File: src/rtl/wra_pkg.sv
// ----------------------------------------------------------------------------
// wra_pkg
// Shared types and constants for the whitening rotation block: field widths,
// command codes, controller states and the controller/datapath interface.
// ----------------------------------------------------------------------------
package wra_pkg;

    // default vector dimension
    localparam int DIM_DEFAULT = 16;

    // largest index width over the supported dimension range (up to 64)
    localparam int IDX_MAX_W = 6;

    // payload widths
    localparam int CMD_W      = 2;
    localparam int ROW_W      = 4;
    localparam int COL_W      = 4;
    localparam int VAL_W      = 16;
    localparam int CENT_W     = 17;
    localparam int OUT_IDX_W  = 4;
    localparam int OUT_VAL_W  = 20;
    localparam int FRAC_SHIFT = 15;

    // configuration port
    localparam int                 DIM_CFG_W  = 5;
    localparam logic [DIM_CFG_W-1:0] DIM_RESET = 5'd16;
    localparam int                 APB_DATA_W = 32;
    localparam int                 PADDR_W    = 3;
    localparam int                 REG_IDX_W  = PADDR_W - 2;
    localparam logic [REG_IDX_W-1:0] REG_DIM_IN_USE = 1'b0;

    // input command codes
    localparam logic [CMD_W-1:0] CMD_LOAD_MEAN = 2'd0;
    localparam logic [CMD_W-1:0] CMD_LOAD_COEF = 2'd1;
    localparam logic [CMD_W-1:0] CMD_SAMPLE    = 2'd2;

    // controller states
    typedef enum logic [1:0] {
        ST_IDLE,
        ST_CENTER,
        ST_ISSUE,
        ST_WAIT
    } t_ctrl_state;

    // controller to datapath commands
    typedef struct packed {
        logic                 ld_mean;
        logic                 ld_coef;
        logic                 smp_latch;
        logic                 center_wr;
        logic [IDX_MAX_W-1:0] elem_idx;
        logic                 issue;
        logic                 first_col;
        logic                 last_col;
        logic [IDX_MAX_W-1:0] col;
        logic [IDX_MAX_W-1:0] row;
        logic                 last_row;
    } t_dp_cmd;

    // datapath to controller status
    typedef struct packed {
        logic row_done;
    } t_dp_status;

endpackage

File: src/rtl/wra_datapath.sv
// ----------------------------------------------------------------------------
// wra_datapath
// Datapath: mean, coefficient and centered stores, the centering subtract,
// one pipelined multiply-accumulate unit, scaling with saturation and the
// output register.
// ----------------------------------------------------------------------------
module wra_datapath #(
    parameter int DIM = wra_pkg::DIM_DEFAULT
) (
    input  logic                                 i_clk,
    input  logic                                 i_rst_n,
    input  wra_pkg::t_dp_cmd                     i_cmd,
    input  logic        [wra_pkg::ROW_W-1:0]     i_row,
    input  logic        [wra_pkg::COL_W-1:0]     i_col,
    input  logic signed [wra_pkg::VAL_W-1:0]     i_value,
    input  logic                                 i_out_stall,
    output wra_pkg::t_dp_status                  o_status,
    output logic                                 o_out_valid,
    output logic        [wra_pkg::OUT_IDX_W-1:0] o_out_index,
    output logic signed [wra_pkg::OUT_VAL_W-1:0] o_out_value,
    output logic                                 o_out_last
);
    import wra_pkg::*;

    localparam int IW      = $clog2(DIM);
    localparam int AW      = $clog2(DIM * DIM);
    localparam int PROD_W  = VAL_W + CENT_W;
    localparam int ACC_W   = PROD_W + $clog2(DIM) + 2;
    localparam int SAT_LSB = FRAC_SHIFT + OUT_VAL_W - 1;

    // stores
    logic signed [VAL_W-1:0]  mean_mem [DIM];
    logic signed [VAL_W-1:0]  coef_mem [DIM * DIM];
    logic signed [CENT_W-1:0] cent_mem [DIM];

    logic signed [VAL_W-1:0]  r_val;
    logic signed [VAL_W-1:0]  r_mean_q;
    logic signed [VAL_W-1:0]  r_coef_q;
    logic signed [CENT_W-1:0] r_cent_q;
    logic signed [PROD_W-1:0] r_prod;
    logic signed [ACC_W-1:0]  r_acc;
    logic                     r_v1, r_v2, r_pend;
    logic                     r_first1, r_first2;
    logic                     r_last1, r_last2;

    logic                            r_out_valid;
    logic        [OUT_IDX_W-1:0]     r_out_index;
    logic signed [OUT_VAL_W-1:0]     r_out_value;
    logic                            r_out_last;

    logic                     ld_row_ok, ld_col_ok;
    logic [IW-1:0]            ld_row_idx, ld_col_idx;
    logic [AW-1:0]            ld_coef_addr;
    logic [AW-1:0]            mac_addr;
    logic [IW-1:0]            elem_idx, mac_col;
    logic signed [CENT_W-1:0] n_cent;
    logic                     sat_ok;
    logic signed [OUT_VAL_W-1:0] sat_val;
    logic                     out_take;
    logic                     out_load;

    // load addressing, out of range loads are dropped
    assign ld_row_ok    = 32'(i_row) < DIM;
    assign ld_col_ok    = 32'(i_col) < DIM;
    assign ld_row_idx   = IW'(i_row);
    assign ld_col_idx   = IW'(i_col);
    assign ld_coef_addr = AW'(ld_row_idx) * AW'(DIM) + AW'(ld_col_idx);

    assign elem_idx = i_cmd.elem_idx[IW-1:0];
    assign mac_col  = i_cmd.col[IW-1:0];
    assign mac_addr = AW'(i_cmd.row[IW-1:0]) * AW'(DIM) + AW'(mac_col);

    // centering subtract, always fits 17 bits
    assign n_cent = {r_val[VAL_W-1], r_val} - {r_mean_q[VAL_W-1], r_mean_q};

    // mean store and sample latch
    always_ff @(posedge i_clk) begin
        if (i_cmd.ld_mean && ld_row_ok) begin
            mean_mem[ld_row_idx] <= i_value;
        end
        if (i_cmd.smp_latch) begin
            r_mean_q <= mean_mem[elem_idx];
            r_val    <= i_value;
        end
    end

    // coefficient store
    always_ff @(posedge i_clk) begin
        if (i_cmd.ld_coef && ld_row_ok && ld_col_ok) begin
            coef_mem[ld_coef_addr] <= i_value;
        end
        r_coef_q <= coef_mem[mac_addr];
    end

    // centered vector store
    always_ff @(posedge i_clk) begin
        if (i_cmd.center_wr) begin
            cent_mem[elem_idx] <= n_cent;
        end
        r_cent_q <= cent_mem[mac_col];
    end

    // multiply-accumulate pipeline control
    always_ff @(posedge i_clk) begin
        if (!i_rst_n) begin
            r_v1   <= 1'b0;
            r_v2   <= 1'b0;
            r_pend <= 1'b0;
        end else begin
            r_v1 <= i_cmd.issue;
            r_v2 <= r_v1;
            if (r_v2 && r_last2) begin
                r_pend <= 1'b1;
            end else if (out_load) begin
                r_pend <= 1'b0;
            end
        end
    end

    // multiply-accumulate pipeline data
    always_ff @(posedge i_clk) begin
        r_first1 <= i_cmd.first_col;
        r_last1  <= i_cmd.last_col;
        r_first2 <= r_first1;
        r_last2  <= r_last1;
        r_prod   <= r_coef_q * r_cent_q;
        if (r_v2) begin
            r_acc <= (r_first2 ? '0 : r_acc) + ACC_W'(r_prod);
        end
    end

    // floor shift by 15 and saturate to 20 bits
    assign sat_ok = r_acc[ACC_W-1:SAT_LSB] == {(ACC_W - SAT_LSB){r_acc[ACC_W-1]}};
    always_comb begin
        if (sat_ok) begin
            sat_val = r_acc[SAT_LSB:FRAC_SHIFT];
        end else if (r_acc[ACC_W-1]) begin
            sat_val = {1'b1, {(OUT_VAL_W - 1){1'b0}}};
        end else begin
            sat_val = {1'b0, {(OUT_VAL_W - 1){1'b1}}};
        end
    end

    // output register
    assign out_take = r_out_valid && !i_out_stall;
    assign out_load = r_pend && (!r_out_valid || out_take);

    always_ff @(posedge i_clk) begin
        if (!i_rst_n) begin
            r_out_valid <= 1'b0;
        end else if (out_load) begin
            r_out_valid <= 1'b1;
        end else if (out_take) begin
            r_out_valid <= 1'b0;
        end
    end

    always_ff @(posedge i_clk) begin
        if (out_load) begin
            r_out_index <= OUT_IDX_W'(i_cmd.row[IW-1:0]);
            r_out_value <= sat_val;
            r_out_last  <= i_cmd.last_row;
        end
    end

    assign o_status.row_done = out_load;
    assign o_out_valid       = r_out_valid;
    assign o_out_index       = r_out_index;
    assign o_out_value       = r_out_value;
    assign o_out_last        = r_out_last;

endmodule

File: config.mk
export PLATFORM = sky130hd
export DESIGN_NAME = wra_datapath
export DESIGN_NICKNAME = d
export VERILOG_FILES = /design/src/rtl/wra_pkg.sv /design/src/rtl/wra_datapath.sv
export SDC_FILE = /design/constraint.sdc
export NUM_CORES = 2
export LEC_CHECK = 0
export BUFFER_PORTS_ARGS = -buffer_cell sky130_fd_sc_hd__buf_2
export CAP_MARGIN = 20
export CORE_MARGIN = 3
export CORE_UTILIZATION = 60
export DETAILED_ROUTE_END_ITERATION = 12
export PLACE_DENSITY = 0.88
export SLEW_MARGIN = 10
export SYNTH_ARGS = -nofsm -noshare
export SYNTH_HDL_FRONTEND = slang
export SYNTH_MEMORY_MAX_BITS = 65536
export SYNTH_SLANG_ARGS = --single-unit
File: constraint.sdc
create_clock -name i_clk -period 11.6 [get_ports i_clk]
set_input_delay 2.32 -clock i_clk [delete_from_list [all_inputs] [get_ports i_clk]]
set_output_delay 2.32 -clock i_clk [all_outputs]
set_load 0.005 [all_outputs]
Yosys cells after proc, flatten, opt, wreduce, memory -nomap -nowiden. Memory sizes are Yosys's and may differ from the RTL's. A register that Yosys moved wholly into a read port is not among the register bits. Cells that the tools add are included.

Register bits after elaboration: 121. Latch bits: 0. RAM bits: 4624. Memory bits (read-only): 0. Input port bits: 53. Output and inout port bits: 27. Memories kept: 3.

Memory list: coef_mem (words 256, width 16, rd ports 1, clocked after Yosys merged registers in 1, write ports 1, RTL line wra_datapath.sv:33) `logic signed [VAL_W-1:0] coef_mem [DIM * DIM];`; cent_mem (words 16, width 17, rd ports 1, clocked after Yosys merged registers in 1, write ports 1, RTL line wra_datapath.sv:34) `logic signed [CENT_W-1:0] cent_mem [DIM];`; mean_mem (words 16, width 16, rd ports 1, clocked after Yosys merged registers in 1, write ports 1, RTL line wra_datapath.sv:32) `logic signed [VAL_W-1:0] mean_mem [DIM];`.

Add/sub/neg operators: 4. $mul: 1. Divide/modulo/power cells: 0. Magnitude comparators: 0. Eq/ne operators: 1. Shift-type cells: 0. Muxes and demuxes: 13. Bitwise logic cells: 0. Reduce and logical (&&, ||, !) cells: 8.

Operators by type and width (count): two-way mux 20 bit (2); adder 39 bit (1); two-way mux 39 bit (1); multiplier 16 x 17 -> 33 bit (1); subtractor 16 x 16 -> 17 bit (1); adder 8 x 4 -> 8 bit (2); two-way mux 1 bit (10); equality test 4 bit (1); nonzero test 2 bit (2); logical AND 1 bit (3); logical NOT 1 bit (2); logical OR 1 bit (1).

Depth between registers and ports, before layout.
Word-level depth: 6. Gate-level depth with buffers: 25. Gate-level depth less buffers: 22.

Least setup slack after synthesis. OpenSTA, ideal clock, no wires.

Kind: input to output. Start point: in i_out_stall. End point: out o_status. Arrival time: 4.301 ns. Path slack: 4.979 ns. Stages: 1. Buffers on the path: 0. Cells stage by stage: a21boi_0.

Longest elaborated chain between the ends: 4.

RTL lines: start: declaration (RTL line wra_datapath.sv:16) `input logic i_out_stall,`; logical NOT 1 bit (RTL line wra_datapath.sv:145) `assign out_take = r_out_valid && !i_out_stall;`; logical AND 1 bit (RTL line wra_datapath.sv:145); logical OR 1 bit (RTL line wra_datapath.sv:146) `assign out_load = r_pend && (!r_out_valid || out_take);`; logical AND 1 bit (RTL line wra_datapath.sv:146); end: declaration (RTL line wra_datapath.sv:17) `output wra_pkg::t_dp_status o_status,`.

Every way passes these cells.

Worst setup path in the final report.
Start point: reg r_coef_q[8] (read register of coef_mem). End point: reg r_prod[32].

Longest elaborated chain between the ends: 1.

RTL lines: start: declaration (RTL line wra_datapath.sv:38) `logic signed [VAL_W-1:0] r_coef_q;`; multiplier 16 x 17 -> 33 bit (RTL line wra_datapath.sv:126) `r_prod <= r_coef_q * r_cent_q;`; end signal: assignment (RTL line wra_datapath.sv:126); end: declaration (RTL line wra_datapath.sv:40) `logic signed [PROD_W-1:0] r_prod;`.

Every way passes these cells. A chain may end at the register's enable or synchronous reset.

==> results.toml <==
[clock_tree]
path_clk_slew_ps = 70
postCtsSetupRepairBufs = 0
cts-hold-fix-buffers = 0
cts_resized = 0
cts_tree = "yes"
cts_max_level = 5
cts_buffers = 441
cts_sinks = 4794
clockBufferDepth = 4
root_buffer = "clkbuf_16"
worstSkewPairLatency_ps = 1040

[synth]
syn_avg_cell_area_sq_um = 22.3
synth_ff_type = "edfxtp_1"
yosysWarningCount = 0
synth_enable_flop_cells = 4720
synth_nets = 9152
synth_top_cell_by_area = "edfxtp_1"
async_flop_share_pct = 0
synth_top_area_share_pct = 73.1
netlist_area_sq_um = 194000
yosysSeqAreaShare_pct = 73.9
ys_types = 62
ys_ff_latch = 4794
synth_area_leaders = "edfxtp_1 73%, mux4_2 17%, fa_1 2.9%, ha_1 0.89%, dfxtp_1 0.76%"
syn_inst = 8683

[grt]
antenna_found_initial = 100
grt_pass1_vias = 104229
grt.overflow.total = 0
grt_pass1_wl_microns = 855000
track_usage_pct = 37.4
grt_max_degree = 185

[routing]
ant_nets = 0
num_vias = 106911
wirelength_microns = 640000
wire_per_inst_microns = 46.0
viasPerCell = 7.68
dr.pass1.iters = 9
drt_iter0_drc = 22814
route.detailed.drc = 0

[hold_path]
hold_class = "reg -> reg"

[floorplan]
start_util_pct = 60.3
fp.coreArea_sq_um = 321000
rows = 208
die_area_sq_um = 330000
die_h_microns = 574
die_w_microns = 574
io_pins = 80

[timing]
rsz0062_at_grt = "no"
skew_ps = 86.5
setup_viol = 0
fin_crit_ps = 7510
max_freq_mhz = 133
relSlewSlack_pct = 10.4
worst_slew_pin_slew_ps = 1340
worst_slack_ps = 4090
min_period_over_period_pct = 64.8
hold_viol = 0
tns_ps = 0
slew_viol_final = 0

[finish]
drive_above_1_share_pct = 28.2
seq_area_sq_um = 143000
nets = 9641
final_core_util_pct = 67.4
layout.cells.non_filler = 13914
multi_input_area_sq_um = 47800
syn_to_final_growth_pct = 11.8
final_area_sq_um = 217000
nFillCells = 17533

[run]
max_cap_viol_count = 0

[critical_path]
critPathLaunchType = "flop"
cp.required_ps = 12510
cp_data_arrival_time_ps = 8420
crit_path_end_kind = "flop"
critical_path_class = "reg -> reg"
path_max_fanout = 17

[placed_design]
place_hpwl_microns = 319000
buffer_ports.inserted = 73
dp.cells = 12981
place_ws_ps = 4370
place_congestion = 0.871
place_area_sq_um = 201000

[power]
power.density_nw_per_um2 = 231
peakVddDrop_mv = 0.967
p_leak_nw = 70.0

[run_status]
status = "complete, no violations"
==> power breakdown <==
part | switching, W | internal (W)
logic | 0.00863 | 0.00646
clock network | 0.00709 | 0.00813
registers | 0.000202 | 0.0196
==> routing by layer <==
metal	track usage, %	part of all wire (%)	vias up
li1	-	-	36783
met3	10.8	15	3574
met2	58.4	47	13620
met1	45.9	28	52858
met4	25.5	10	76
met5	0.0287	0.087	-
==> path summary, 6_finish.rpt <==
kind	from	endpoint	slack, ps	cells past startpoint
worst max-delay path	r_coef_q[8]$_DFF_P_	r_prod[32]$_DFF_P_	4090	20
worst min-delay path	r_first1$_DFF_P_	r_first2$_DFF_P_	330	0
worst max register to register	r_coef_q[8]$_DFF_P_	r_prod[32]$_DFF_P_	4090	20
worst min register to register	r_first1$_DFF_P_	r_first2$_DFF_P_	330	0
==> synthesized netlist by cell type (3+ instances only) <==
| library cell | instances |
|---|---|
| a211o_1 | 3 |
| a211oi_1 | 16 |
| a21boi_0 | 4 |
| a21o_1 | 40 |
| a21oi_1 | 70 |
| a22oi_1 | 32 |
| a31oi_1 | 6 |
| a41oi_1 | 5 |
| and2_1 | 137 |
| and3_1 | 11 |
| buf_1 | 54 |
| buf_2 | 99 |
| clkbuf_1 | 284 |
| dfxtp_1 | 74 |
| edfxtp_1 | 4720 |
| fa_1 | 278 |
| ha_1 | 138 |
| inv_1 | 329 |
| mux2i_1 | 4 |
| mux4_2 | 1505 |
| nand2_1 | 207 |
| nand2b_1 | 14 |
| nand3_1 | 25 |
| nand4_1 | 5 |
| nor2_1 | 346 |
| nor2b_1 | 62 |
| nor3_1 | 17 |
| o211ai_1 | 4 |
| o21a_1 | 14 |
| o21ai_0 | 42 |
| o21bai_1 | 10 |
| or2_2 | 3 |
| or3_1 | 5 |
| xnor2_1 | 61 |
| xor2_1 | 22 |
==> critical path, stage by stage (launching register included) <==
cell and delay, ps:
dfxtp_1 1000, nand2_1 290, fa_1 630, inv_1 80, fa_1 480, fa_1 600, fa_1 460, fa_1 500
inv_1 50, fa_1 470, inv_1 40, ha_1 380, nand2_1 150, nor3_1 360, nand4_1 160, nor3_1 330
o21bai_1 180, a2111oi_0 710, a311o_1 270, a21oi_1 80, xnor2_1 130
==> cells in the final DEF (no fill, tap or decap), drive strengths merged, types with 45 or more instances in the layout <==
| cell type | n |
|---|---|
| dfxtp | 74 |
| nand2 | 207 |
| inv | 345 |
| edfxtp | 4720 |
| bufinv | 45 |
| fa | 278 |
| nor2 | 346 |
| xnor2 | 61 |
| mux4 | 1505 |
| a21oi | 70 |
| diode | 61 |
| ha | 138 |
| and2 | 137 |
| clkbuf | 535 |
| buf | 484 |
| nor2b | 62 |
| clkinv | 200 |
==> final cells by class <==
type                    count  area share (%)
well taps                4305            2.49
repair buffers            484            2.07
multi-input cells        3122            22.1
flip-flops and latches   4794            66.1
clock inverters           284            1.26
clock buffers             535            5.34
diodes                     61          0.0705
inverters                 329           0.570
==> registers in the layout, indices dropped and copies added, names as in the netlist <==
signal	count
o_out_value	20
o_out_index	4
r_pend	1
r_last2	1
coef_mem	4096
mean_mem	256
o_out_last	1
cent_mem	272
r_val	16
o_out_valid	1
r_acc	39
r_first2	1
r_mean_q	16
r_prod	33
r_cent_q	17
r_first1	1
r_coef_q	16
r_last1	1
r_v2	1
r_v1	1
==> logic make-up (layout without fill, tap and decap cells) <==
kind of cell	count (synthesis)	in the layout	synth area share, %
other	0	61	0
buffers and inverters	767	1632	1.55
xor gates and xnor gates	83	83	0.375
AOI/OAI and AO/OA	273	273	0.933
muxes	1509	1509	17.5
adders and majority gates	416	416	3.76
DFF	4794	4794	73.9
and+or+nand+nor	841	841	1.98
==> stage by stage <==
stage	hold slack [ps]	total power (W)
after floorplan	310	0.0313
after detailed placement	319	0.0348
after global placement	317	0.0343
after global routing	326	0.0522
final	328	0.0501
after CTS	325	0.0497
No activity file was read; power rests on OpenSTA's default activity.
