--- src/rtl/wra_pkg.sv ---
// ----------------------------------------------------------------------------
// wra_pkg
// Shared types and constants for the whitening rotation block: field widths,
// command codes, controller states and the controller/datapath interface.
// ----------------------------------------------------------------------------
package wra_pkg;

    // default vector dimension
    localparam int DIM_DEFAULT = 16;

    // largest index width over the supported dimension range (up to 64)
    localparam int IDX_MAX_W = 6;

    // payload widths
    localparam int CMD_W      = 2;
    localparam int ROW_W      = 4;
    localparam int COL_W      = 4;
    localparam int VAL_W      = 16;
    localparam int CENT_W     = 17;
    localparam int OUT_IDX_W  = 4;
    localparam int OUT_VAL_W  = 20;
    localparam int FRAC_SHIFT = 15;

    // configuration port
    localparam int                 DIM_CFG_W  = 5;
    localparam logic [DIM_CFG_W-1:0] DIM_RESET = 5'd16;
    localparam int                 APB_DATA_W = 32;
    localparam int                 PADDR_W    = 3;
    localparam int                 REG_IDX_W  = PADDR_W - 2;
    localparam logic [REG_IDX_W-1:0] REG_DIM_IN_USE = 1'b0;

    // input command codes
    localparam logic [CMD_W-1:0] CMD_LOAD_MEAN = 2'd0;
    localparam logic [CMD_W-1:0] CMD_LOAD_COEF = 2'd1;
    localparam logic [CMD_W-1:0] CMD_SAMPLE    = 2'd2;

    // controller states
    typedef enum logic [1:0] {
        ST_IDLE,
        ST_CENTER,
        ST_ISSUE,
        ST_WAIT
    } t_ctrl_state;

    // controller to datapath commands
    typedef struct packed {
        logic                 ld_mean;
        logic                 ld_coef;
        logic                 smp_latch;
        logic                 center_wr;
        logic [IDX_MAX_W-1:0] elem_idx;
        logic                 issue;
        logic                 first_col;
        logic                 last_col;
        logic [IDX_MAX_W-1:0] col;
        logic [IDX_MAX_W-1:0] row;
        logic                 last_row;
    } t_dp_cmd;

    // datapath to controller status
    typedef struct packed {
        logic row_done;
    } t_dp_status;

endpackage

--- src/rtl/wra_ctrl.sv ---
// ----------------------------------------------------------------------------
// wra_ctrl
// Controller: takes input transfers, counts vector elements and sequences
// the row by row multiply-accumulate passes of the datapath.
// ----------------------------------------------------------------------------
module wra_ctrl #(
    parameter int DIM = wra_pkg::DIM_DEFAULT
) (
    input  logic                          i_clk,
    input  logic                          i_rst_n,
    input  logic                          i_valid,
    input  logic [wra_pkg::CMD_W-1:0]     i_cmd,
    input  logic [wra_pkg::DIM_CFG_W-1:0] i_dim_in_use,
    input  logic                          i_cfg_wr,
    input  wra_pkg::t_dp_status           i_status,
    output logic                          o_stall,
    output wra_pkg::t_dp_cmd              o_cmd
);
    import wra_pkg::*;

    localparam int IW = $clog2(DIM);
    localparam int CW = $clog2(DIM + 1);

    t_ctrl_state   r_state, n_state;
    logic [CW-1:0] r_elem, n_elem;
    logic [IW-1:0] r_row, n_row;
    logic [IW-1:0] r_col, n_col;

    logic [CW-1:0] eff_dim;
    logic [IW-1:0] elem_idx;
    logic          accept;
    logic          last_col;
    logic          last_row;
    logic          last_elem;

    // effective vector length: zero acts as one, clamp at DIM
    always_comb begin
        if (i_dim_in_use == '0) begin
            eff_dim = CW'(1);
        end else if (32'(i_dim_in_use) > DIM) begin
            eff_dim = CW'(DIM);
        end else begin
            eff_dim = CW'(i_dim_in_use);
        end
    end

    assign elem_idx  = (r_elem >= eff_dim) ? '0 : r_elem[IW-1:0];
    assign last_elem = (CW'(elem_idx) + CW'(1)) == eff_dim;
    assign last_col  = (CW'(r_col) + CW'(1)) == eff_dim;
    assign last_row  = (CW'(r_row) + CW'(1)) == eff_dim;
    assign accept    = i_valid && (r_state == ST_IDLE);

    // state and counters
    always_ff @(posedge i_clk) begin
        if (!i_rst_n) begin
            r_state <= ST_IDLE;
            r_elem  <= '0;
            r_row   <= '0;
            r_col   <= '0;
        end else begin
            r_state <= n_state;
            r_elem  <= n_elem;
            r_row   <= n_row;
            r_col   <= n_col;
        end
    end

    // next state and datapath commands
    always_comb begin
        n_state = r_state;
        n_elem  = r_elem;
        n_row   = r_row;
        n_col   = r_col;

        o_stall          = (r_state != ST_IDLE);
        o_cmd            = '0;
        o_cmd.elem_idx   = IDX_MAX_W'(elem_idx);
        o_cmd.col        = IDX_MAX_W'(r_col);
        o_cmd.row        = IDX_MAX_W'(r_row);
        o_cmd.first_col  = (r_col == '0);
        o_cmd.last_col   = last_col;
        o_cmd.last_row   = last_row;

        case (r_state)
            ST_IDLE: begin
                o_cmd.ld_mean   = accept && (i_cmd == CMD_LOAD_MEAN);
                o_cmd.ld_coef   = accept && (i_cmd == CMD_LOAD_COEF);
                o_cmd.smp_latch = accept && (i_cmd == CMD_SAMPLE);
                if (accept && (i_cmd == CMD_SAMPLE)) begin
                    n_state = ST_CENTER;
                end
            end
            ST_CENTER: begin
                o_cmd.center_wr = 1'b1;
                if (last_elem) begin
                    n_elem  = '0;
                    n_row   = '0;
                    n_col   = '0;
                    n_state = ST_ISSUE;
                end else begin
                    n_elem  = CW'(elem_idx) + CW'(1);
                    n_state = ST_IDLE;
                end
            end
            ST_ISSUE: begin
                o_cmd.issue = 1'b1;
                if (last_col) begin
                    n_col   = '0;
                    n_state = ST_WAIT;
                end else begin
                    n_col = r_col + IW'(1);
                end
            end
            ST_WAIT: begin
                if (i_status.row_done) begin
                    if (last_row) begin
                        n_row   = '0;
                        n_state = ST_IDLE;
                    end else begin
                        n_row   = r_row + IW'(1);
                        n_state = ST_ISSUE;
                    end
                end
            end
            default: begin
                n_state = ST_IDLE;
            end
        endcase

        // a new vector length drops a partly received vector
        if (i_cfg_wr) begin
            n_elem = '0;
        end
    end

endmodule

--- config.mk ---
export PLATFORM = sky130hd
export DESIGN_NAME = wra_ctrl
export DESIGN_NICKNAME = d
export VERILOG_FILES = /design/src/rtl/wra_pkg.sv /design/src/rtl/wra_ctrl.sv
export SDC_FILE = /design/constraint.sdc
export NUM_CORES = 1
export LEC_CHECK = 0
export BUFFER_PORTS_ARGS = -buffer_cell sky130_fd_sc_hd__buf_2
export CAP_MARGIN = 20
export CORE_MARGIN = 2
export CORE_UTILIZATION = 40
export CTS_CLUSTER_SIZE = 25
export DETAILED_ROUTE_END_ITERATION = 12
export GPL_TIMING_DRIVEN = 0
export PLACE_DENSITY = 0.66
export SYNTH_ARGS = -nofsm -noshare
export SYNTH_HDL_FRONTEND = slang
export SYNTH_SLANG_ARGS = --single-unit
--- constraint.sdc ---
create_clock -name i_clk -period 3.52 [get_ports i_clk]
set_clock_uncertainty 0.2 [all_clocks]
set_input_delay 0.352 -clock i_clk [delete_from_list [all_inputs] [get_ports i_clk]]
set_output_delay 0.352 -clock i_clk [all_outputs]
set_load 0.01 [all_outputs]
* Yosys cells after proc, flatten, opt, wreduce, memory -nomap -nowiden *
Cells that the tools add are included.

storage, ports and cells
  bits in registers = 15
  input port bits = 12
  output and inout bits = 27
  word-level logic and storage cells = 58

operators by class
  add/sub/neg operators = 5
  $lt $le $gt $ge = 2
  eq/ne operators = 12
  multiplexer cells = 19
  bitwise logic cells = 1
  reduce and logical (&&, ||, !) cells = 15

operators by type and width
  operator               number
  $mux W4                5
  $pmux W4 S2            2
  $add A4 B1 Y5 const B  3
  $eq A5 B5 Y1           3
  $mux W5                3
  $mux W2                5
  $add A4 B1 Y4 const B  2
  $pmux W2 S4            1
  $eq A2 B2 Y1 const B   3
  $ne A2 B2 Y1 const B   3
  $reduce_and A3 Y1      2
  $reduce_bool A2 Y1     3
  $ge A5 B5 Y1           1
  $gt A5 B5 Y1 const B   1
  $logic_not A5 Y1       1
  $eq A2 B1 Y1 const B   2
  $logic_and A1 B1 Y1    4
  $logic_not A2 Y1       2
  $logic_not A4 Y1       1
  $mux W3                1
  $mux W1                2
  $ne A2 B1 Y1 const B   1
  $reduce_and A2 Y1      1
  $reduce_or A2 Y1       1
  $not A1 Y1             1

* Logic depth before layout (Yosys ltp) *
Gate-level depths: netlist of run 1.

  depth after elaboration = 9
  gate-level depth with buffers = 17
  gate-level depth less buffers = 16

* Worst setup path after synthesis of run 1 *
Ideal clock, no wire load.

  path kind = input to register
  from = input i_dim_in_use[4] (netlist name)
  to = register r_elem[2]
  setup time = 84 ps
  arrival time = 3462 ps
  required time = 3236 ps
  setup slack = -226 ps
  cell stages on the path = 15
  path buffers = 1
  cells stage by stage = clkbuf_8 -> inv_1 -> o21ai_1 -> inv_1 -> ha_1 -> nor2b_4 -> o21ai_1 -> a311oi_2 -> ha_1 -> and2b_2 -> o21ai_0 -> nand3_1 -> o221a_4 -> a311o_4 -> o31ai_2

RTL lines
  item                  line            RTL
  from (decl)           wra_ctrl.sv:13  input logic [wra_pkg::DIM_CFG_W-1:0] i_dim_in_use,
  to (signal assigned)  wra_ctrl.sv:62  r_elem <= n_elem;
  to (decl)             wra_ctrl.sv:25  logic [CW-1:0] r_elem, n_elem;

* Final worst setup path of run 1 *
  from = input i_dim_in_use[2] (netlist name)
  to = register r_elem[0]

on the way
  cells in the longest elaborated chain, start to end = 8
  elaborated cells between the ends (all ways) = 9
  those cells by class = 1 x add/sub; 2 x order compare; 1 x eq/ne; 4 x mux; 1 x reduce/logical

ends and longest elaborated chain
  item           line                             RTL
  $gt A5 B5 Y1   wra_ctrl.sv:40                   end else if (32'(i_dim_in_use) > DIM) begin
  $mux W5        wra_ctrl.sv:40
  $mux W5 (*)    wra_ctrl.sv:38                   if (i_dim_in_use == '0) begin
  $ge A5 B5 Y1   wra_ctrl.sv:47                   assign elem_idx = (r_elem >= eff_dim) ? '0 : r_elem[IW-1:0];
  $mux W4        wra_ctrl.sv:47
  $add A4 B1 Y5  wra_ctrl.sv:48, wra_ctrl.sv:101
  $eq A5 B5 Y1   wra_ctrl.sv:48                   assign last_elem = (CW'(elem_idx) + CW'(1)) == eff_dim;
  $mux W5 (*)    wra_ctrl.sv:95                   if (last_elem) begin

Mark *: on every way between the ends. The rest lies on a longest branch, timed or not.
A chain may end at the register's enable or synchronous reset.

==> results of run 1 <==
## critical path, delay by kind of cell
family | cells | cell delay [ns]
buffers and inverters | 2 | 0.24
AO/OA/AOI/OAI | 6 | 1.32
AND/OR/NAND/NOR | 7 | 0.92
adder cells (fa/ha/maj) | 2 | 0.46
## power by group through the flow
stage,clock (mW),sequential [mW],combinational (mW)
finish,0.111,0.172,0.0842
global placement,0,0.176,0.0805
detailed placement,0,0.176,0.0810
global route,0.118,0.172,0.0932
floorplan,0,0.176,0.0593
CTS,0.110,0.172,0.0822
## timing repair
item / in CTS / in global routing
buffers inserted: 1 / 1
pin swaps: 1 / 1
endpoints found under the setup margin: 9 / 12
endpoints found under the hold margin: 0 / 0
hold buffers: 0 / 0
gates cloned: 0 / 0
resized for setup: 0 / 3
## per-layer routing
layer,track usage (%),routed length (um),share of wire (%),up-vias
li1,-,-,-,682
met2,27.8,1480,45,36
met5,0,0,0,-
met4,2.72,13,0.40,0
met3,3.75,183,5.6,2
met1,23.6,1580,49,597
## worst max-delay path by stage
stage	cells past startpoint	slack, ns	end
after floorplan	15	0.08	r_elem[2]
after global placement	17	-0.40	r_col[0]
after detailed placement	17	-0.41	r_elem[2]
after CTS	17	0.11	r_elem[2]
after global routing	17	-0.0003	r_elem[0]
final	17	0.26	r_elem[0]
## synth_stat cells, types with 2 or more instances
cell / count
buf_4: 8
nand3_1: 6
nand4_1: 3
mux2_2: 4
o211a_1: 4
nor2_1: 4
nand2_1: 13
nor3b_1: 4
a21oi_1: 6
o21ai_0: 3
nor3_1: 7
xor2_1: 3
a21oi_2: 2
o21a_1: 2
xnor2_1: 7
nor2b_1: 3
nand2b_1: 6
nor2_2: 2
dfxtp_1: 15
o21ai_1: 3
o311ai_0: 2
o31ai_1: 3
ha_1: 9
o31a_1: 2
and2_2: 3
a22o_1: 2
inv_1: 12
## metrics by stage
stage	TNS [ns]	power, mW	util (%)	setup WS, ns
3_5_place_dp	-4.34	0.257	49.7	-0.406
2_1_floorplan	0	0.235	-	0.0820
5_1_grt	-0.000293	0.383	51.7	-0.000293
4_1_cts	0	0.364	50.8	0.106
3_3_place_gp	-4.23	0.256	49.7	-0.400
6_report	0	0.367	51.7	0.264
## logic make-up after synthesis
| logic type | share of synthesized area [%] |
|---|---|
| simple gates | 22.7 |
| compound gates | 26.1 |
| buf+inv | 9.25 |
| flops | 21.1 |
| xor+xnor | 9.43 |
| fa+ha+maj | 7.93 |
| mux | 3.17 |
| other cells | 0.264 |
## sequential cells by signal, indices dropped and copies added, names as in the netlist
signal / count
r_col: 4
r_elem: 5
r_row: 4
r_state: 2
## area by class of cell
| class | instances | area (um^2) | area share, % |
|---|---|---|---|
| Buffer | 11 | 82.6 | 4.75 |
| Clock buffer | 3 | 22.5 | 1.30 |
| Clock inverter | 1 | 5.00 | 0.288 |
| Inverter | 13 | 48.8 | 2.81 |
| Multi-Input combinational cell | 131 | 1050 | 60.5 |
| Sequential cell | 15 | 300 | 17.3 |
| Tap cell | 46 | 57.6 | 3.31 |
| Timing Repair Buffer | 33 | 170 | 9.79 |
==> metrics.md, run 1 <==
| Metric | Value |
|---|---|
| Syn. warnings | `0` |
| Lkg Pwr | `0.817 nW` |
| Int Pwr | `0.249 mW` |
| Peak fanout along the critical path | `9` |
| Fin crit share | `92.5%` |
| Final Max Slew Viols | `0` |
| Initial antenna violation count | `0` |
| Sequential area share after synthesis | `21.1%` |
| Switching power | `0.119 mW` |
| Worst VDD drop | `0.237 mV` |
| Routability cong. | `0.811` |
| Most frequent cells in the layout | `buf_2, dfxtp_1, nand2_1` |
| Leading area contributor after synthesis | `dfxtp_1` |
| Top Ports | `39` |
| Sequential share of power | `46.9%` |
| Antenna viol nets, final | `0` |
| Share of cells above drive strength 1 | `34.3%` |
| # rows | `21` |
| Wire length per cell | `12.9 um` |
| DRT Wirelength | `3250 um` |
| Post-route cell area | `1740 um^2` |
| R2r setup slk | `0.27 ns` |
| Data arrival, critical path | `3.28 ns` |
| Synth unique cells | `54` |
| Remaining Overflow, GRT | `0` |
| Mapped Avg Cell Area | `8.61 um^2` |
| Critical R2R Capture | `r_elem[0]` |
| FMAX | `0.307 GHz` |
| Core area | `3360 um^2` |
| Quantity of I/O buffers inserted on ports | `31` |
| Final setup violation count | `0` |
| DP Wirelength | `2520 um` |
| Slew HR | `63.5%` |
| Startpoint types | `primary input` |
| Vias in the first global route | `1239` |
| Crit-path max cell delay | `0.38 ns` |
| H-tree levels | `1` |
| Area growth syn-to-layout | `22.4%` |
| Die W | `63.6 um` |
| Drt first pass iters | `4` |
| Global-route wire length before repair | `5660 um` |
| Hold path cells | `3` |
| Critical path cell sequence | `buf_2 > nor3_1 > o21ai_2 > inv_1 > ha_1 > nor2b_4 > o21a_1 > nor2_2 > nor2_4 > and2_4 > ha_4 > and2b_2 > o21ai_0 > nand3_1 > o221a_4 > a311o_4 > o31ai_1` |
| Synth top area share | `21.1%` |
| Hold endpoint | `r_row[1]` |
| Clock Pin Slew Worst Setup and Hold Paths | `0.12 ns` |
| CP max stage cell | `a311o_4` |
| P per Cell Area | `211 nW/um^2` |
| CTS Buf Count | `3` |
| Die area | `4040 um^2` |
| Placed cell area | `1670 um^2` |
| Number of flops mapped to enable cells by yosys | `0` |
| Crit. End Element | `register` |
| Switch share | `32.3%` |
| Post-Syn Area | `1420 um^2` |
| Min cycle time layout | `3.26 ns` |
| CTS tree | `yes` |
| Synth top area cells | `dfxtp_1, ha_1, xnor2_1` |
| Async SR Flop Fraction | `0%` |
| Dominant synthesized flop cell | `dfxtp_1` |
| Hold_ws | `0.136 ns` |
| DRC viols | `0` |
| Worst Hold Class | `in -> reg` |
| # Max-Cap Violations | `0` |
| Non-Filler Instances | `253` |
| Starting density of the core | `42.2%` |
| Clock power frac | `30.2%` |
| Critical path class | `in -> reg` |
| Run status | `completed` |
| Placed insts | `247` |
| Most common cell after layout, fill and taps aside | `buf_2` |
| Endpoints failing hold | `0` |
| Vias | `1317` |
| Worst Min Path Start | `i_rst_n` |
| Bufs on Longest Clock Path | `2` |
| Start point of the critical path | `i_dim_in_use[2]` |
| Root Buffer | `clkbuf_4` |
| Vias per inst | `5.21` |
| Number of nets in the layout | `229` |
| FF-to-FF Start | `r_elem[2]` |
| Largest net degree at the start of global routing | `10` |
| Clk_lat worst skew | `0.31 ns` |
| Initial DRC count | `74` |
| Tot GR Track Use | `17.1%` |
| Syn Inst Count | `165` |
| Req. time, crit path | `3.55 ns` |
| Antenna fix cells | `0` |
| Clock Sinks | `15` |
| Least-Margin Pin Slew | `0.542 ns` |
| Logic gate share of total power | `22.9%` |
| # fillers | `359` |
| FF-to-FF path depth | `13` |
| Yosys reg bits | `15` |
| Die H | `63.6 um` |
(Power assumes the default switching activity.)
==> run 2, diff against run 1 <==
Settings changed: ABC_AREA set to 1, REMOVE_ABC_BUFFERS set to 1.
==> run 2 against run 1 <==
Net effect:
- global-route usage about the same
- via count is 12% higher
- setup slack improved by 0.24 ns
- count of clock-buffer cells in the layout unchanged
- worst hold slack got worse by 0.0017 ns
- area after synthesis is 2.1% higher
- combinational power grew to 5.4 times the previous value
- utilization down 3.5 points
- wire length rose by 4.1%
- power increased by 120%
- largest cell class unchanged
- synthesized cell count is 36% higher
- non-clock buffer count shrank 12
==> metrics.md, run 2 <==
| Metric | Value |
|---|---|
| Run status | `completed` |
| Number of flops mapped to enable cells by yosys | `0` |
| Die H | `64.2 um` |
| Cts repair resizes | `0` |
| Post-Syn Area | `1450 um^2` |
| Initial DRC count | `72` |
| Top reg by flops | `r_elem` |
| Top Registers | `r_elem x5, r_col x4, r_row x4` |
| R2r setup slk | `0.66 ns` |
| Die area | `4120 um^2` |
| Top Ports | `39` |
| Clk_lat worst skew | `0.29 ns` |
| Leading area contributor after synthesis | `dfxtp_1` |
| Clock Sinks | `15` |
| Remaining Overflow, GRT | `0` |
| # rows | `21` |
| P per Cell Area | `499 nW/um^2` |
| Final setup margin | `0.507 ns` |
| Hold endpoint | `r_state[1]` |
| Most common cell after layout, fill and taps aside | `nand2_1` |
| Quantity of I/O buffers inserted on ports | `32` |
| Crit-path max cell delay | `0.36 ns` |
| DP Wirelength | `2720 um` |
| CTS tree | `yes` |
| # Max-Cap Violations | `0` |
| FF-to-FF Start | `r_elem[0]` |
| Most frequent cells in the layout | `nand2_1, buf_2, inv_1` |
| Largest net degree at the start of global routing | `10` |
| Top-count cell post-synth | `nand2_1` |
| Peak fanout along the critical path | `5` |
| DP Worst Slack | `0.200 ns` |
| Endpoints failing hold | `0` |
| DRC viols | `0` |
| Routability cong. | `0.816` |
| Final Max Slew Viols | `0` |
| Tot GR Track Use | `17.1%` |
| Critical path class | `in -> reg` |
| Area growth syn-to-layout | `13.5%` |
| Wire length per cell | `11.2 um` |
| Fin crit share | `85.6%` |
| Syn Inst Count | `224` |
| Clock Pin Slew Worst Setup and Hold Paths | `0.10 ns` |
| Data arrival, critical path | `3.00 ns` |
| Antenna fix cells | `0` |
| Share of cells above drive strength 1 | `24.6%` |
| H-tree levels | `1` |
| Setup bufs post-CTS | `0` |
| Antenna viol nets, final | `0` |
| Syn. warnings | `0` |
| Max reg flops | `5` |
| Mapped Avg Cell Area | `6.47 um^2` |
| Core area | `3420 um^2` |
| Placed cell area | `1620 um^2` |
| # fillers | `371` |
| Req. time, crit path | `3.51 ns` |
| Global-route wire length before repair | `5720 um` |
| Initial antenna violation count | `0` |
| Lkg Pwr | `0.833 nW` |
| Yosys reg bits | `15` |
| Startpoint types | `primary input` |
| Total Power | `0.821 mW` |
| Cts hold-fix bufs | `0` |
| Number of nets in the layout | `278` |
| Die W | `64.2 um` |
| CP max stage cell | `ha_1` |
| Sequential area share after synthesis | `20.7%` |
| Synth unique cells | `27` |
| Critical R2R Capture | `r_col[3]` |
| Worst path most repeated cell | `nand2_1` |
| Vias in the first global route | `1321` |
| Drt first pass iters | `4` |
| CTS Buf Count | `3` |
| Synth top area cells | `dfxtp_1, nand2_1, nand3_1` |
| Post-route cell area | `1650 um^2` |
| Synth top area share | `20.7%` |
| Vias | `1470` |
| RSZ-0062 raised after global routing | `no` |
| Worst Hold Class | `in -> reg` |
| Starting density of the core | `42.5%` |
| Async SR Flop Fraction | `0%` |
| FF-to-FF path depth | `15` |
| Min cycle time layout | `3.01 ns` |
| Final setup violation count | `0` |
| FMAX | `0.332 GHz` |
| Hold path cells | `3` |
| Vias per inst | `4.87` |
| Critical path cell sequence | `buf_2 > nor2_1 > nand2_1 > nand2_1 > nand2_1 > ha_1 > nand2_1 > nor2_1 > nand2_1 > nand4_1 > inv_1 > ha_1 > xnor2_1 > a21oi_2 > nand2_1 > nor2_4 > nand3_2 > nand3_1 > a21oi_1` |
| DRT Wirelength | `3390 um` |
| Bufs on Longest Clock Path | `2` |
| Root Buffer | `clkbuf_4` |
| Worst Min Path Start | `i_rst_n` |
| Worst VDD drop | `0.324 mV` |
| Dominant synthesized flop cell | `dfxtp_1` |
| Crit. End Element | `register` |
| List of most frequent post-synthesis cells | `nand2_1, inv_1, nand3_1` |
| Setup tns final | `0 ns` |
==> run 2: changes by cell type in the layout (fill, tap and decap cells not counted), moves of 8 or more <==
| cell | before | now |
|---|---|---|
| nor2_1 | 4 | 20 |
| nand3_1 | 6 | 25 |
| buf_4 | 10 | 0 |
| a21oi_1 | 6 | 14 |
| nand2_1 | 13 | 47 |
| inv_1 | 12 | 30 |
==> run 2: how the worst max path moves through the flow <==
stage | startpoint | end | cells past startpoint
CTS | i_dim_in_use[1] | r_col[3] | 19
global placement | i_dim_in_use[1] | r_col[0] | 19
floorplan | i_dim_in_use[3] | r_row[0] | 18
finish | i_dim_in_use[1] | r_col[3] | 19
global route | i_dim_in_use[3] | r_row[1] | 21
detailed placement | i_dim_in_use[1] | r_col[3] | 19
==> run 2: logic make-up after synthesis <==
logic type	share of synthesized area, %
compound gates	9.75
xor+xnor	6.04
fa+ha+maj	7.77
buf+inv	12.9
flops	20.7
other cells	0.259
simple gates	42.5
==> run 2: layout make-up <==
| type | instances | area [um^2] | share of cell area [%] |
|---|---|---|---|
| multi-input cells | 173 | 981 | 59.6 |
| flip-flops and latches | 15 | 300 | 18.2 |
| repair buffers | 32 | 160 | 9.73 |
| inverters | 32 | 120 | 7.29 |
| well taps | 46 | 57.6 | 3.50 |
| clock buffers | 3 | 22.5 | 1.37 |
| clock inverters | 1 | 5.00 | 0.304 |
==> run 2: per-layer routing <==
metal,vias up,global-route usage [%],part of all wire (%)
met1,654,21.4,48
met2,33,31.1,48
met3,2,3.52,4.1
li1,781,-,-
met5,-,0,0
met4,0,1.60,0.38
==> run 2: worst max-delay path: cells and delay by family <==
kind                     cells  cell delay, ns
AO/OA/AOI/OAI                2            0.21
XOR/XNOR                     1            0.15
adder cells (fa/ha/maj)      2            0.70
buffers and inverters        2            0.20
AND/OR/NAND/NOR             12            1.39
==> run 2: metrics by stage <==
stage	hold WS (ns)	util, %	cells
detailed placement	0.276	47.4	298
global route	0.127	48.2	302
CTS	0.122	48.2	302
global placement	0.262	47.4	298
finish	0.134	48.2	302
floorplan	0.244	-	220
==> run 2: power breakdown <==
group          total, mW  internal, mW  switching [mW]
clock              0.103        0.0422          0.0609
sequential         0.263         0.210          0.0533
combinational      0.455         0.172           0.283
==> run 3, diff against run 2 <==
Settings changed: ABC_AREA 1 to not set, GPL_TIMING_DRIVEN 0 to not set.
==> run 3 against run 2 <==
Net effect:
- sequential power fell by 35%
- combinational power fell by 81%
- clock power barely moved
- utilization increased by 3.9 points
- cell area rose by 6.4%
- flip-flop and latch count did not move
- worst hold slack improved by 0.057 ns
- count of clock-buffer cells in the layout did not move
- first-iteration DRC count is 42% lower
==> metrics.md, run 3 (synthesis results as in run 1) <==
| Metric | Value |
|---|---|
| Global-route wire length before repair | `5630 um` |
| Root Buffer | `clkbuf_4` |
| Die H | `63.6 um` |
| Largest net degree at the start of global routing | `10` |
| Routability cong. | `0.836` |
| Crit-path max cell delay | `0.46 ns` |
| Fin crit share | `93.6%` |
| DRT Wirelength | `3340 um` |
| Vias in the first global route | `1240` |
| Antenna fix cells | `0` |
| Req. time, crit path | `3.54 ns` |
| Core area | `3360 um^2` |
| Most common cell after layout, fill and taps aside | `buf_2` |
| CP max stage cell | `a311o_4` |
| Top Registers | `r_elem x5, r_col x4, r_row x4` |
| Worst Hold Class | `in -> reg` |
| DP Worst Slack | `-0.0679 ns` |
| H-tree levels | `1` |
| # Max-Cap Violations | `0` |
| Tot GR Track Use | `17.1%` |
| Cts repair resizes | `0` |
| Peak fanout along the critical path | `7` |
| Final setup margin | `0.227 ns` |
| # rows | `21` |
| Final Max Slew Viols | `0` |
| Clock Pin Slew Worst Setup and Hold Paths | `0.10 ns` |
| Worst path most repeated cell | `ha_1` |
| Die W | `63.6 um` |
| Initial antenna violation count | `0` |
| Bufs on Longest Clock Path | `2` |
| Number of nets in the layout | `237` |
| Min cycle time layout | `3.29 ns` |
| Lkg Pwr | `0.863 nW` |
| DRC viols | `0` |
| Endpoints failing hold | `0` |
| Clk_lat worst skew | `0.28 ns` |
| FMAX | `0.304 GHz` |
| Worst VDD drop | `0.144 mV` |
| CTS Buf Count | `3` |
| Total Power | `0.358 mW` |
| Clock Sinks | `15` |
| CTS tree | `yes` |
| Setup bufs post-CTS | `0` |
| Critical path cell sequence | `inv_1 > ha_1 > nor2b_4 > o21ai_1 > a311oi_2 > ha_1 > and2b_2 > o21ai_0 > nand3_1 > o221a_4 > a311o_4 > buf_4 > a21oi_1` |
| Critical path class | `reg -> reg` |
| Initial DRC count | `42` |
| Startpoint types | `register` |
| Top reg by flops | `r_elem` |
| Vias per inst | `5.09` |
| Run status | `completed` |
| P per Cell Area | `204 nW/um^2` |
| Antenna viol nets, final | `0` |
| CP top delay family | `compound AO/OA/AOI/OAI gates` |
| RSZ-0062 raised after global routing | `no` |
| DP Wirelength | `2800 um` |
| Data arrival, critical path | `3.31 ns` |
| Most frequent cells in the layout | `buf_2, buf_4, dfxtp_1` |
| Starting density of the core | `42.2%` |
| Remaining Overflow, GRT | `0` |
| Max reg flops | `5` |
| Area growth syn-to-layout | `23.3%` |
| Quantity of I/O buffers inserted on ports | `32` |
| Drt first pass iters | `4` |
| Wire length per cell | `12.8 um` |
| Buffers & Inverters on Critical Path | `2` |
| Share of cells above drive strength 1 | `35.3%` |
| Cts hold-fix bufs | `0` |
| Crit. End Element | `register` |
| Vias | `1329` |
| Final Core Density | `52.1%` |
| Final setup violation count | `0` |
| Top Ports | `39` |
| Die area | `4040 um^2` |
==> run 3: changes by cell type in the layout (fill, tap and decap cells not counted), sizes merged, moves of 6 or more <==
cell / previous run / this run
nand3: 30 / 6
nor2: 27 / 6
a21oi: 16 / 8
nand2b: 0 / 6
inv: 32 / 13
buf: 32 / 52
nand2: 54 / 14
==> run 3: tightest hold or removal path: stages <==
cell     delay [ns]
buf_2          0.13
nand2_1        0.09
o21ai_1        0.06
==> run 3: area by class of cell <==
cell class | instances | area, um^2
multi-input combinational | 131 | 1010
fill | 372 | 1610
tap | 46 | 57.6
clock inverter | 1 | 5.00
sequential | 15 | 300
clock buffer | 3 | 22.5
inverter | 13 | 48.8
timing repair buffer | 52 | 310
==> run 3: worst paths after layout <==
kind	endpoint	startpoint	depth (start not counted)	slack, ns
worst min register to register	r_elem[4]	r_elem[4]	2	0.30
worst min-delay path	r_row[1]	i_rst_n	3	0.19
worst max register to register	r_row[3]	r_elem[0]	13	0.23
worst max-delay path	r_row[3]	r_elem[0]	13	0.23
==> run 3: report_power, final <==
part           leakage, nW  internal [mW]  switching [mW]
clock               0.0177         0.0421          0.0590
sequential           0.121          0.171         0.00130
combinational        0.724         0.0374          0.0474
total                0.863          0.250           0.108
==> run 3: layer usage <==
layer | track usage (%) | wire length (um) | vias to the layer above
met5 | 0 | 0 | -
met3 | 3.93 | 193 | 2
met4 | 1.63 | 14 | 0
met1 | 24.4 | 1660 | 596
li1 | - | - | 692
met2 | 27.2 | 1470 | 39
==> run 3: per-stage QoR <==
stage               instances  instance area [um^2]  TNS (ns)  hold WS (ns)
floorplan                 159                  1360    -0.916         0.233
global placement          257                  1720         0         0.274
detailed placement        257                  1720    -0.303         0.265
CTS                       261                  1750         0         0.181
global route              261                  1750         0         0.208
finish                    261                  1750         0         0.192
